**config.mk**
```make
export PLATFORM = sky130hd
export DESIGN_NAME = idle_workload_monitor_flat
export DESIGN_NICKNAME = d
export VERILOG_FILES = /design/src/iwm_pkg.sv /design/src/iwm_if.sv /design/src/iwm_arith.sv /design/src/idle_workload_monitor.sv /design/src/flat_wrapper.sv
export SDC_FILE = /design/constraint.sdc
export NUM_CORES = 2
export LEC_CHECK = 0
export CAP_MARGIN = 25
export CORE_ASPECT_RATIO = 1.5
export CORE_MARGIN = 5
export CORE_UTILIZATION = 35
export DETAILED_ROUTE_END_ITERATION = 12
export DONT_BUFFER_PORTS = 1
export SLEW_MARGIN = 20
export SYNTH_ARGS = -nofsm -noshare
export SYNTH_HDL_FRONTEND = slang
export SYNTH_SLANG_ARGS = --single-unit
```
**constraint.sdc**
```tcl
create_clock -name clk_i -period 17.4 [get_ports clk_i]
set_input_delay 0.87 -clock clk_i [delete_from_list [all_inputs] [get_ports clk_i]]
set_output_delay 0.87 -clock clk_i [all_outputs]
set_load 0.01 [all_outputs]
```
**src/iwm_pkg.sv**
```systemverilog
// Package for the idle workload monitor: widths, codes, constants and shared types.
package iwm_pkg;

  localparam int unsigned WORD_W    = 32;
  localparam int unsigned TICKS_W   = 10;
  localparam int unsigned SHIFT_W   = 5;
  localparam int unsigned LOAD_W    = 10;
  localparam int unsigned STATUS_W  = 2;
  localparam int unsigned OPCODE_W  = 3;
  localparam int unsigned CFG_IDX_W = 2;
  localparam int unsigned CFG_DAT_W = 10;
  localparam int unsigned STEP_W    = 5;

  localparam logic [WORD_W-1:0]  CAL_UNITS     = 32'd1000;
  localparam logic [WORD_W-1:0]  PERMILLE_FULL = 32'd1000;
  localparam logic [TICKS_W-1:0] CAL_WINDOW    = 10'd100;
  localparam logic [TICKS_W-1:0] WINDOW_MIN    = 10'd10;
  localparam logic [TICKS_W-1:0] WINDOW_MAX    = 10'd1000;
  localparam logic [TICKS_W-1:0] WINDOW_RESET  = 10'd100;
  localparam logic [SHIFT_W-1:0] SHIFT_RESET   = 5'd10;
  localparam logic [STEP_W-1:0]  LAST_STEP     = 5'd31;

  typedef enum logic [OPCODE_W-1:0] {
    OP_CAL_START  = 3'd0,
    OP_CAL_END    = 3'd1,
    OP_IDLE_UNIT  = 3'd2,
    OP_TICK       = 3'd3,
    OP_IDLE_START = 3'd4,
    OP_IDLE_END   = 3'd5,
    OP_READ       = 3'd6,
    OP_NONE       = 3'd7
  } opcode_e;

  typedef enum logic [CFG_IDX_W-1:0] {
    REG_WINDOW_TICKS = 2'd0,
    REG_SCALE_SHIFT  = 2'd1
  } reg_idx_e;

  localparam logic [STATUS_W-1:0] STATUS_OK        = 2'd0;
  localparam logic [STATUS_W-1:0] STATUS_CLAMPED   = 2'd1;
  localparam logic [STATUS_W-1:0] STATUS_ZERO_SPAN = 2'd2;

  typedef enum logic {
    ARITH_MUL = 1'b0,
    ARITH_DIV = 1'b1
  } arith_op_e;

  typedef struct packed {
    logic              start;
    arith_op_e         op;
    logic [WORD_W-1:0] a;
    logic [WORD_W-1:0] b;
  } arith_req_t;

  typedef struct packed {
    logic              done;
    logic [WORD_W-1:0] result;
  } arith_rsp_t;

endpackage

```
**src/iwm_if.sv**
```systemverilog
// Channel interfaces of the idle workload monitor: event, result and register write.
interface iwm_evt_if
  import iwm_pkg::*;
();
  logic                valid;
  logic                ready;
  logic [OPCODE_W-1:0] opcode;
  logic [WORD_W-1:0]   now_cycles;
  logic                read_request;

  modport source (output valid, output opcode, output now_cycles, output read_request,
                  input ready);
  modport sink   (input valid, input opcode, input now_cycles, input read_request,
                  output ready);
endinterface

interface iwm_res_if
  import iwm_pkg::*;
();
  logic                valid;
  logic                ready;
  logic [LOAD_W-1:0]   load_permille;
  logic [STATUS_W-1:0] status;

  modport source (output valid, output load_permille, output status, input ready);
  modport sink   (input valid, input load_permille, input status, output ready);
endinterface

interface iwm_cfg_if
  import iwm_pkg::*;
();
  logic                 valid;
  logic                 ready;
  logic [CFG_IDX_W-1:0] index;
  logic [CFG_DAT_W-1:0] data;

  modport source (output valid, output index, output data, input ready);
  modport sink   (input valid, input index, input data, output ready);
endinterface

```
**src/iwm_arith.sv**
```systemverilog
// Shared bit-serial unit: 32-bit wrapping multiply and unsigned divide, one bit a cycle.
module iwm_arith
  import iwm_pkg::*;
(
  input  logic       clk_i,
  input  logic       rst_ni,
  input  arith_req_t req_i,
  output arith_rsp_t rsp_o
);

  logic              busy_q, busy_d;
  logic              done_q, done_d;
  logic [STEP_W-1:0] step_q, step_d;
  arith_op_e         op_q, op_d;
  logic [WORD_W-1:0] a_q, a_d;
  logic [WORD_W-1:0] b_q, b_d;
  logic [WORD_W-1:0] acc_q, acc_d;
  logic [WORD_W-1:0] rem_q, rem_d;
  logic [WORD_W:0]   trial;
  logic [WORD_W:0]   diff;

  assign trial = {rem_q, a_q[WORD_W-1]};
  assign diff  = trial - {1'b0, b_q};

  always_comb begin
    busy_d = busy_q;
    done_d = 1'b0;
    step_d = step_q;
    op_d   = op_q;
    a_d    = a_q;
    b_d    = b_q;
    acc_d  = acc_q;
    rem_d  = rem_q;
    if (req_i.start) begin
      busy_d = 1'b1;
      step_d = '0;
      op_d   = req_i.op;
      a_d    = req_i.a;
      b_d    = req_i.b;
      acc_d  = '0;
      rem_d  = '0;
    end else if (busy_q) begin
      step_d = step_q + 1'b1;
      if (step_q == LAST_STEP) begin
        busy_d = 1'b0;
        done_d = 1'b1;
      end
      case (op_q)
        ARITH_MUL: begin
          // add the shifted multiplicand where the multiplier bit is set
          if (b_q[0]) begin
            acc_d = acc_q + a_q;
          end
          a_d = {a_q[WORD_W-2:0], 1'b0};
          b_d = {1'b0, b_q[WORD_W-1:1]};
        end
        ARITH_DIV: begin
          // restoring step: quotient bits shift into the dividend register
          if (!diff[WORD_W]) begin
            rem_d = diff[WORD_W-1:0];
            a_d   = {a_q[WORD_W-2:0], 1'b1};
          end else begin
            rem_d = trial[WORD_W-1:0];
            a_d   = {a_q[WORD_W-2:0], 1'b0};
          end
        end
        default: begin
          busy_d = 1'b0;
        end
      endcase
    end
  end

  always_ff @(posedge clk_i or negedge rst_ni) begin
    if (!rst_ni) begin
      busy_q <= 1'b0;
      done_q <= 1'b0;
      step_q <= '0;
    end else begin
      busy_q <= busy_d;
      done_q <= done_d;
      step_q <= step_d;
    end
  end

  always_ff @(posedge clk_i) begin
    op_q  <= op_d;
    a_q   <= a_d;
    b_q   <= b_d;
    acc_q <= acc_d;
    rem_q <= rem_d;
  end

  assign rsp_o.done   = done_q;
  assign rsp_o.result = (op_q == ARITH_MUL) ? acc_q : a_q;

endmodule

```
**src/idle_workload_monitor.sv**
```systemverilog
// Top level of the idle workload monitor: event sequencer, window state and result register.
//
//   channel   dir  word                                    accepted when
//   in_chan   in   opcode, now_cycles, read_request        valid && ready
//   out_chan  out  load_permille, status                   valid && ready
//   cfg_chan  in   index (0 window_ticks, 1 scale_shift)   valid && ready
//
// Steps: calibration, idle unit, tick and idle start words are done at acceptance; idle end
// (with calibration done) runs issue, 32 multiply steps, handoff, 32 divide steps
// and writeback. A read runs the same steps and then loads the output register, or goes
// straight to that load when its scaled span is zero and the shared serial unit is skipped.
// Reset clears all window state to zero and the registers to 100 ticks, shift 10.
// in_chan.ready drops while a word is worked on; a reading waits only behind an untaken one.
module idle_workload_monitor
  import iwm_pkg::*;
(
  input logic      clk_i,
  input logic      rst_ni,
  iwm_evt_if.sink  in_chan,
  iwm_res_if.source out_chan,
  iwm_cfg_if.sink  cfg_chan
);

  typedef enum logic [3:0] {
    ST_IDLE = 4'b0001,
    ST_MUL  = 4'b0010,
    ST_DIV  = 4'b0100,
    ST_WB   = 4'b1000
  } state_e;

  state_e state_q, state_d;

  // registers
  logic [TICKS_W-1:0] window_ticks_q, window_ticks_d;
  logic [SHIFT_W-1:0] scale_shift_q, scale_shift_d;

  // window state
  logic [WORD_W-1:0]  idle_units_q, idle_units_d;
  logic [WORD_W-1:0]  win_start_units_q, win_start_units_d;
  logic [WORD_W-1:0]  win_end_units_q, win_end_units_d;
  logic [WORD_W-1:0]  win_start_time_q, win_start_time_d;
  logic [WORD_W-1:0]  win_end_time_q, win_end_time_d;
  logic [WORD_W-1:0]  cal_units_q, cal_units_d;
  logic [WORD_W-1:0]  cal_cycles_q, cal_cycles_d;
  logic [WORD_W-1:0]  ref_time_q, ref_time_d;
  logic [TICKS_W-1:0] ticks_left_q, ticks_left_d;
  logic [WORD_W-1:0]  idle_begin_q, idle_begin_d;

  // job context while the shared unit runs
  logic               job_read_q, job_read_d;
  logic [WORD_W-1:0]  divisor_q, divisor_d;

  // pending and presented result
  logic [LOAD_W-1:0]   pend_load_q, pend_load_d;
  logic [STATUS_W-1:0] pend_status_q, pend_status_d;
  logic                out_valid_q, out_valid_d;
  logic [LOAD_W-1:0]   out_load_q, out_load_d;
  logic [STATUS_W-1:0] out_status_q, out_status_d;

  arith_req_t arith_req;
  arith_rsp_t arith_rsp;

  logic               evt_fire;
  logic               is_read;
  opcode_e            op;
  logic [WORD_W-1:0]  now;
  logic [WORD_W-1:0]  span;
  logic [WORD_W-1:0]  scaled_span;
  logic [TICKS_W-1:0] ticks_dec;
  logic [TICKS_W-1:0] cfg_window;

  iwm_arith u_arith (
    .clk_i  (clk_i),
    .rst_ni (rst_ni),
    .req_i  (arith_req),
    .rsp_o  (arith_rsp)
  );

  assign in_chan.ready  = (state_q == ST_IDLE);
  assign cfg_chan.ready = 1'b1;
  assign evt_fire       = in_chan.valid && in_chan.ready;
  assign op             = opcode_e'(in_chan.opcode);
  assign is_read        = in_chan.read_request || (op == OP_READ);
  assign now            = in_chan.now_cycles;
  // span since window start; serves both the read and the calibration end
  assign span           = now - win_start_time_q;
  assign scaled_span    = span >> scale_shift_q;
  assign ticks_dec      = ticks_left_q - 1'b1;

  // clamp window writes into the legal range
  always_comb begin
    cfg_window = cfg_chan.data[TICKS_W-1:0];
    if (cfg_window < WINDOW_MIN) begin
      cfg_window = WINDOW_MIN;
    end else if (cfg_window > WINDOW_MAX) begin
      cfg_window = WINDOW_MAX;
    end
  end

  always_comb begin
    state_d           = state_q;
    window_ticks_d    = window_ticks_q;
    scale_shift_d     = scale_shift_q;
    idle_units_d      = idle_units_q;
    win_start_units_d = win_start_units_q;
    win_end_units_d   = win_end_units_q;
    win_start_time_d  = win_start_time_q;
    win_end_time_d    = win_end_time_q;
    cal_units_d       = cal_units_q;
    cal_cycles_d      = cal_cycles_q;
    ref_time_d        = ref_time_q;
    ticks_left_d      = ticks_left_q;
    idle_begin_d      = idle_begin_q;
    job_read_d        = job_read_q;
    divisor_d         = divisor_q;
    pend_load_d       = pend_load_q;
    pend_status_d     = pend_status_q;
    out_valid_d       = out_valid_q;
    out_load_d        = out_load_q;
    out_status_d      = out_status_q;
    arith_req.start   = 1'b0;
    arith_req.op      = ARITH_MUL;
    arith_req.a       = '0;
    arith_req.b       = '0;

    // drop the presented word once taken
    if (out_valid_q && out_chan.ready) begin
      out_valid_d = 1'b0;
    end

    if (cfg_chan.valid) begin
      case (reg_idx_e'(cfg_chan.index))
        REG_WINDOW_TICKS: window_ticks_d = cfg_window;
        REG_SCALE_SHIFT:  scale_shift_d  = cfg_chan.data[SHIFT_W-1:0];
        default: ;
      endcase
    end

    case (state_q)
      ST_IDLE: begin
        if (evt_fire) begin
          if (is_read) begin
            if (scaled_span == '0) begin
              pend_load_d   = '0;
              pend_status_d = STATUS_ZERO_SPAN;
              state_d       = ST_WB;
            end else begin
              // k = (idle_units - start units) * reference time, then k / t
              job_read_d      = 1'b1;
              divisor_d       = scaled_span;
              arith_req.start = 1'b1;
              arith_req.op    = ARITH_MUL;
              arith_req.a     = idle_units_q - win_start_units_q;
              arith_req.b     = ref_time_q;
              state_d         = ST_MUL;
            end
          end else begin
            case (op)
              OP_CAL_START: begin
                idle_units_d      = '0;
                win_start_units_d = '0;
                win_end_units_d   = CAL_UNITS;
                win_start_time_d  = now;
              end
              OP_CAL_END: begin
                win_end_time_d = now;
                cal_cycles_d   = span;
                idle_units_d   = CAL_UNITS;
                cal_units_d    = CAL_UNITS;
                ref_time_d     = scaled_span;
                window_ticks_d = CAL_WINDOW;
                ticks_left_d   = CAL_WINDOW;
              end
              OP_IDLE_UNIT: begin
                idle_units_d = idle_units_q + 1'b1;
              end
              OP_TICK: begin
                ticks_left_d = ticks_dec;
                // window closes: snapshot counts and times, reload the count
                if (ticks_dec == '0) begin
                  win_start_time_d  = win_end_time_q;
                  win_end_time_d    = now;
                  win_start_units_d = win_end_units_q;
                  win_end_units_d   = idle_units_q - 1'b1;
                  ticks_left_d      = window_ticks_q;
                end
              end
              OP_IDLE_START: begin
                idle_begin_d = now;
              end
              OP_IDLE_END: begin
                // credit units in proportion to idle cycles; skip before calibration
                if (cal_cycles_q != '0) begin
                  job_read_d      = 1'b0;
                  divisor_d       = cal_cycles_q;
                  arith_req.start = 1'b1;
                  arith_req.op    = ARITH_MUL;
                  arith_req.a     = cal_units_q;
                  arith_req.b     = now - idle_begin_q;
                  state_d         = ST_MUL;
                end
              end
              default: ;
            endcase
          end
        end
      end
      ST_MUL: begin
        if (arith_rsp.done) begin
          arith_req.start = 1'b1;
          arith_req.op    = ARITH_DIV;
          arith_req.a     = arith_rsp.result;
          arith_req.b     = divisor_q;
          state_d         = ST_DIV;
        end
      end
      ST_DIV: begin
        if (arith_rsp.done) begin
          if (job_read_q) begin
            if (arith_rsp.result > PERMILLE_FULL) begin
              pend_load_d   = '0;
              pend_status_d = STATUS_CLAMPED;
            end else begin
              pend_load_d   = PERMILLE_FULL[LOAD_W-1:0] - arith_rsp.result[LOAD_W-1:0];
              pend_status_d = STATUS_OK;
            end
            state_d = ST_WB;
          end else begin
            idle_units_d = idle_units_q + arith_rsp.result;
            state_d      = ST_IDLE;
          end
        end
      end
      ST_WB: begin
        // hold until the output register is free
        if (!out_valid_q || out_chan.ready) begin
          out_valid_d  = 1'b1;
          out_load_d   = pend_load_q;
          out_status_d = pend_status_q;
          state_d      = ST_IDLE;
        end
      end
      default: begin
        state_d = ST_IDLE;
      end
    endcase
  end

  always_ff @(posedge clk_i or negedge rst_ni) begin
    if (!rst_ni) begin
      state_q           <= ST_IDLE;
      window_ticks_q    <= WINDOW_RESET;
      scale_shift_q     <= SHIFT_RESET;
      idle_units_q      <= '0;
      win_start_units_q <= '0;
      win_end_units_q   <= '0;
      win_start_time_q  <= '0;
      win_end_time_q    <= '0;
      cal_units_q       <= '0;
      cal_cycles_q      <= '0;
      ref_time_q        <= '0;
      ticks_left_q      <= '0;
      idle_begin_q      <= '0;
      out_valid_q       <= 1'b0;
    end else begin
      state_q           <= state_d;
      window_ticks_q    <= window_ticks_d;
      scale_shift_q     <= scale_shift_d;
      idle_units_q      <= idle_units_d;
      win_start_units_q <= win_start_units_d;
      win_end_units_q   <= win_end_units_d;
      win_start_time_q  <= win_start_time_d;
      win_end_time_q    <= win_end_time_d;
      cal_units_q       <= cal_units_d;
      cal_cycles_q      <= cal_cycles_d;
      ref_time_q        <= ref_time_d;
      ticks_left_q      <= ticks_left_d;
      idle_begin_q      <= idle_begin_d;
      out_valid_q       <= out_valid_d;
    end
  end

  always_ff @(posedge clk_i) begin
    job_read_q    <= job_read_d;
    divisor_q     <= divisor_d;
    pend_load_q   <= pend_load_d;
    pend_status_q <= pend_status_d;
    out_load_q    <= out_load_d;
    out_status_q  <= out_status_d;
  end

  assign out_chan.valid         = out_valid_q;
  assign out_chan.load_permille = out_load_q;
  assign out_chan.status        = out_status_q;

endmodule
```
**src/flat_wrapper.sv**
```systemverilog
// flat-port wrapper written by rule: the top's interface ports become plain ports
module idle_workload_monitor_flat import iwm_pkg::*;
  (clk_i, rst_ni, in_chan_valid, in_chan_opcode, in_chan_now_cycles, in_chan_read_request, in_chan_ready, out_chan_valid, out_chan_load_permille, out_chan_status, out_chan_ready, cfg_chan_valid, cfg_chan_index, cfg_chan_data, cfg_chan_ready);
  iwm_evt_if in_chan_i ();
  iwm_res_if out_chan_i ();
  iwm_cfg_if cfg_chan_i ();
  input logic clk_i;
  input logic rst_ni;
  input wire logic [$bits(in_chan_i.valid)-1:0] in_chan_valid;
  input wire logic [$bits(in_chan_i.opcode)-1:0] in_chan_opcode;
  input wire logic [$bits(in_chan_i.now_cycles)-1:0] in_chan_now_cycles;
  input wire logic [$bits(in_chan_i.read_request)-1:0] in_chan_read_request;
  output wire logic [$bits(in_chan_i.ready)-1:0] in_chan_ready;
  output wire logic [$bits(out_chan_i.valid)-1:0] out_chan_valid;
  output wire logic [$bits(out_chan_i.load_permille)-1:0] out_chan_load_permille;
  output wire logic [$bits(out_chan_i.status)-1:0] out_chan_status;
  input wire logic [$bits(out_chan_i.ready)-1:0] out_chan_ready;
  input wire logic [$bits(cfg_chan_i.valid)-1:0] cfg_chan_valid;
  input wire logic [$bits(cfg_chan_i.index)-1:0] cfg_chan_index;
  input wire logic [$bits(cfg_chan_i.data)-1:0] cfg_chan_data;
  output wire logic [$bits(cfg_chan_i.ready)-1:0] cfg_chan_ready;
  assign in_chan_i.valid = in_chan_valid;
  assign in_chan_i.opcode = in_chan_opcode;
  assign in_chan_i.now_cycles = in_chan_now_cycles;
  assign in_chan_i.read_request = in_chan_read_request;
  assign in_chan_ready = in_chan_i.ready;
  assign out_chan_valid = out_chan_i.valid;
  assign out_chan_load_permille = out_chan_i.load_permille;
  assign out_chan_status = out_chan_i.status;
  assign out_chan_i.ready = out_chan_ready;
  assign cfg_chan_i.valid = cfg_chan_valid;
  assign cfg_chan_i.index = cfg_chan_index;
  assign cfg_chan_i.data = cfg_chan_data;
  assign cfg_chan_ready = cfg_chan_i.ready;
  idle_workload_monitor u_core (.clk_i(clk_i), .rst_ni(rst_ni), .in_chan(in_chan_i), .out_chan(out_chan_i), .cfg_chan(cfg_chan_i));
endmodule
```
# Word-level counts from Yosys, hierarchy flattened
# Cells that the tools add are included.
[totals]
register_bits = 480
input_bits = 53
out_inout_bits = 15
[classes]
addsub = 11
n_lt_le_gt_ge = 3
n_eq_ne = 27
shift = 1
n_mux = 83
n_bitwise = 2
reduce_logical = 30
[op_table]
columns = ["op", "count"]
rows = [
  ["two-way mux 32 bit", 19],
  ["two-way mux 66 bit", 6],
  ["one-hot mux 32 bit (2 select lines)", 6],
  ["two-way mux 10 bit", 15],
  ["one-hot mux 66 bit (2 select lines)", 1],
  ["one-hot mux 32 bit (3 select lines)", 1],
  ["subtractor 32 bit", 3],
  ["adder 32 bit", 2],
  ["one-hot mux 10 bit (2 select lines)", 2],
  ["two-way mux 4 bit", 9],
  ["subtractor 33 x 32 -> 33 bit", 1],
  ["adder 32 x 1 -> 32 bit (second input constant)", 1],
  ["greater-than comparator 32 x 10 -> 1 bit (second input constant)", 1],
  ["logical NOT 32 bit", 1],
  ["nonzero test 32 bit", 1],
  ["right shift 32 x 5 -> 32 bit", 1],
  ["subtractor 32 x 1 -> 32 bit (second input constant)", 1],
  ["AND reduction 6 bit", 3],
  ["inequality test 2 bit (second input constant)", 8],
  ["one-hot mux 4 bit (4 select lines)", 1],
  ["two-way mux 1 bit", 15],
  ["AND reduction 5 bit", 3],
  ["AND reduction 4 bit", 3],
  ["nonzero test 2 bit", 6],
  ["29 further kinds", 47],
]

# Longest topological paths before layout
[depth]
ltp_word = 9
ltp_mapped = 21
ltp_nobuf = 19

# Modules after synthesis
# A second synthesis with hierarchy kept.
[unflattened]
cells_unflattened = 4001
area_unflattened_um2 = 34155.3
[modules_own_cells]
columns = ["mod", "n_inst", "cells_per_inst", "area_per_inst_um2", "seq_area_each_um2"]
rows = [
  ["idle_workload_monitor", 1, 2973, 24994.0, 8901.0],
  ["iwm_arith", 1, 1028, 9161.3, 3408.3],
]

# Worst setup path after synthesis
# OpenSTA, ideal clock, no wires.
[synth_timing]
kind = "input port to flip-flop"
from = "input in_chan_now_cycles[0]"
to = "register u_core.u_arith.b_q[0], enable pin"
arrival_ps = 6122
required_time_ps = 16743
slack_ps = 10620
path_stages = 19
n_path_buf = 1
path_cell_list = "inv_1 -> ha_1 -> inv_1 -> fa_1 -> a21o_1 -> a22o_1 -> o31a_1 -> a32o_1 -> or3_1 -> and2_1 -> mux4_2 -> a2111oi_1 -> o21ai_1 -> a221oi_1 -> and4_1 -> a31oi_4 -> nor2_4 -> buf_2 -> o21ai_0"
[synth_via]
elab_chain_len = 9
[synth_rtl]
columns = ["item", "line_no", "source"]
rows = [
  ["start: declaration", "flat_wrapper.sv:11", "input wire logic [$bits(in_chan_i.now_cycles)-1:0] in_chan_now_cycles;"],
  ["subtractor 32 bit *", "idle_workload_monitor.sv:86", "assign span = now - win_start_time_q;"],
  ["right shift 32 x 5 -> 32 bit *", "idle_workload_monitor.sv:87", "assign scaled_span = span >> scale_shift_q;"],
  ["logical NOT 32 bit *", "idle_workload_monitor.sv:143", "if (scaled_span == '0) begin"],
  ["two-way mux 66 bit *", "idle_workload_monitor.sv:143", ""],
  ["two-way mux 66 bit *", "idle_workload_monitor.sv:142", "if (is_read) begin"],
  ["two-way mux 66 bit *", "idle_workload_monitor.sv:141", "if (evt_fire) begin"],
  ["one-hot mux 66 bit (2 select lines) *", "idle_workload_monitor.sv:139", "case (state_q)"],
  ["inequality test 2 x 1 -> 1 bit (no source line) / nonzero test 2 bit (equally long branches)", "n/a", ""],
  ["AND reduction 2 bit (no source line) *", "n/a", ""],
  ["end signal: assignment", "iwm_arith.sv:89", "b_q <= b_d;"],
  ["end: declaration", "iwm_arith.sv:16", "logic [WORD_W-1:0] b_q, b_d;"],
]
# Every way passes the cells marked *; elsewhere a longest branch is shown, timed or not.
# A chain may end at the register's enable or synchronous reset.

# Worst setup path after layout
[layout_timing]
from = "register u_core.win_start_time_q[0]"
to = "register u_core.u_arith.b_q[16] (data pin)"
[layout_via]
elab_chain_len = 8
[layout_rtl]
columns = ["item", "line_no", "source"]
rows = [
  ["start: declaration", "idle_workload_monitor.sv:41", "logic [WORD_W-1:0] win_start_time_q, win_start_time_d;"],
  ["start signal: assignment", "idle_workload_monitor.sv:272", "win_start_time_q <= win_start_time_d;"],
  ["subtractor 32 bit", "idle_workload_monitor.sv:86", ""],
  ["right shift 32 x 5 -> 32 bit", "idle_workload_monitor.sv:87", ""],
  ["logical NOT 32 bit", "idle_workload_monitor.sv:143", ""],
  ["two-way mux 66 bit", "idle_workload_monitor.sv:143", ""],
  ["two-way mux 66 bit", "idle_workload_monitor.sv:142", ""],
  ["two-way mux 66 bit", "idle_workload_monitor.sv:141", ""],
  ["one-hot mux 66 bit (2 select lines)", "idle_workload_monitor.sv:139", ""],
  ["two-way mux 32 bit", "iwm_arith.sv:34", "if (req_i.start) begin"],
  ["net u_core.u_arith.b_d[16]", "iwm_arith.sv:16", ""],
]
# The timed path passes the listed nets, and every way through them passes these cells.

==> run_results.csv <==
group,metric,value,unit
finish,final_nets,4148,
logic_synthesis,synth_area_leaders,"dfrtp_1 (21%), edfxtp_1 (11%), ha_1 (7.1%)",
setup_path,crit_path_start,"u_core.win_start_time_q[0]",
sta,worst_slack,9.95,ns
sta,worst_hold_slack,0.0843,ns
hold_path,min_path_type,"in -> async",
setup_path,crit_chain,"ha_1, inv_1, fa_1, a21o_1, a221o_1, o211ai_1, o21a_1, xor2_1, o211ai_1, o22ai_1, a2bb2o_1, a211o_1, or4_4, nor4_4, a31oi_4, nor2_4, clkinv_2, buf_4, o221ai_1",
logic_synthesis,ys.flop_type,"dfrtp_1",
sta,finClkSkew,0.0419,ns
clocking,cts_max_level,2,
routing,num_vias,29700,
sta,rsz0062_at_grt,"no",
logic_synthesis,syn_area_per_cell,8.54,um^2
finish,area_delta_synth_final,9.22,%
sta,finalHoldViolations,0,
power_and_ir_drop,ir_drop,0.000109,V
place,gp_congestion,0.988,
logic_synthesis,synth_area,34100,um^2
logic_synthesis,synth-seq-cells,480,
routing,routed_wl,109000,um
logic_synthesis,synth.most_common_cell,"nand2_1",
setup_path,cp.required,17.83,ns
job,drv_cap,0,
logic_synthesis,syn_inst,3996,
place,portBuffers,0,
global_routing,track_usage,20.3,%
setup_path,crit_arrival,7.89,ns
clocking,numClockSinks,480,
finish,post-route-util,38.4,%
routing,avgRoutedWirePerCell,20.8,um
routing,dr.pass1.iters,6,
finish,design_area,37300,um^2
setup_path,cp-start-kind,"flop",
die,die_x,265,um
setup_path,crit_top_cell,"o211ai_1",
clocking,cts_buffers,52,
logic_synthesis,synth_top_area_cell,"dfrtp_1",
setup_path,critPathMaxFanout,69,
logic_synthesis,synth_edf_count,122,
finish,final_layout_size_suffix_gt1_share,8.28,%
die,start_util,35.2,%
clocking,cts.repair.resized,0,
setup_path,critPathBufInv,3,
setup_path,critPathSlowestCell,"clkinv_2",
setup_path,rr_worst_depth,19,
clocking,cts_tree,"done",
power_and_ir_drop,power_leakage,15.5,nW
routing,drc,0,
routing,drt-initial-drc-count,1736,
setup_path,r2r_end,"u_core.u_arith.b_q[16]",
place,dp_hpwl,81300,um
place,dpl_worst_slack,9.38,ns
setup_path,cp_slowest_stage_delay,0.61,ns
power_and_ir_drop,design_power_total,6.55,mW
clocking,cts.clk_slew.worst_paths,0.07,ns
sta,relSlewSlack,32.9,%
sta,fin_crit_sh,42.8,%
clocking,cts_buffer_depth,3,
sta,clock.fmax,134,MHz
sta,slew_viol_final,0,
clocking,hold_buffers,2,
power_and_ir_drop,powerDensity,176,nW/um^2
setup_path,crit_type,"reg -> reg",
logic_synthesis,synth_nets,4249,
routing,vias_per_cell,5.69,
logic_synthesis,synthTopCellsByCount,"nand2_1 (544), nor2_1 (336), o21ai_0 (307)",
routing,ant_nets,0,
setup_path,worstReg2RegStart,"u_core.win_start_time_q[0]",
logic_synthesis,synthArstFlopShare,61.3,%
die,die_area,104000,um^2
logic_synthesis,ys_warn_count,0,
sta,worstMarginPinSlew,1.00,ns
clocking,clkLatencyLatePin,0.64,ns
global_routing,grt_pass1_vias,29200,
logic_synthesis,ys_seq_area_share,36.1,%
setup_path,regToRegSetupSlack,9.95,ns
clocking,clock-root-buffer,"clkbuf_16",
sta,finalSetupTns,0,ns
global_routing,grt_pass1_wl,169000,um
sta,finalCriticalPeriod,7.45,ns
global_routing,grt_overflow,0,
die,die_y,393,um
setup_path,endpoint_kind,"flop",
setup_path,cpLargestDelayFamily,"compound AO/OA/AOI/OAI gates",
logic_synthesis,synth_top_area_share,21.1,%
die,coreArea,97000,um^2
sta,setup_viol,0,
place,placedCellCount,5113,
clocking,cts_setup_buffers,0,
finish,antenna_cells,0,
outcome,outcome,"finished, final reports clean",
global_routing,grt_max_degree,265,
logic_synthesis,synth_cell_types,105,
die,num_rows,140,
finish,fin_cells,5217,
global_routing,antenna_found_initial,0,
die,ioPinCount,68,
place,place_area,35400,um^2
==> worst max path at each step <==
stage	endpoint	slack (ns)	cells past startpoint
2_1_floorplan	u_core.u_arith.b_q[0]	10.62	19
3_3_place_gp	u_core.u_arith.b_q[8]	9.49	20
3_5_place_dp	u_core.u_arith.b_q[16]	9.38	20
4_1_cts	u_core.u_arith.b_q[16]	9.98	19
5_1_grt	u_core.u_arith.b_q[10]	9.72	19
6_report	u_core.u_arith.b_q[16]	9.95	19
==> final cells by class <==
cell class / count / area (um^2)
clock buffer: 61 / 1410
clock inverter: 37 / 365
fill: 10100 / 59800
inverter: 221 / 831
multi-input combinational: 3088 / 20300
sequential: 480 / 12300
tap: 1278 / 1600
timing repair buffer: 52 / 500
==> metal layers <==
layer | global-route usage (%) | share of wire, %
met2 | 37.5 | 51
met3 | 2.53 | 4.4
met4 | 10.9 | 6.2
met1 | 22.5 | 38
met5 | 0 | 0
==> report_power, final <==
part	leakage [nW]	internal (mW)	switching, mW	total (mW)
combinational	9.03	1.42	2.13	3.55
sequential	5.59	1.55	0.276	1.82
clock	0.850	0.659	0.509	1.17
==> cell families (layout without fill, tap and decap cells) <==
group	count (synthesis)	count (layout)	synth area share, %
and+or+nand+nor	1382	1382	18.6
AOI/OAI and AO/OA	1135	1135	22.2
DFF	480	480	36.1
buffers and inverters	428	371	4.92
adders and majority gates	200	200	7.46
muxes	186	186	6.07
xor gates and xnor gates	184	184	4.72
other	1	1	0.0110
==> cell usage in the layout (no fill, tap or decap), types with 64 or more instances in the layout <==
cell type	count
nor3_1	110
ha_1	194
inv_1	214
nor2_1	334
nand3_1	82
dfrtp_1	287
edfxtp_1	122
a21oi_1	219
mux2i_1	99
o21ai_0	305
nand2_1	542
dfxtp_1	64
mux2_2	78
xor2_1	66
xnor2_1	118
Power figures use the tool's default switching activity.
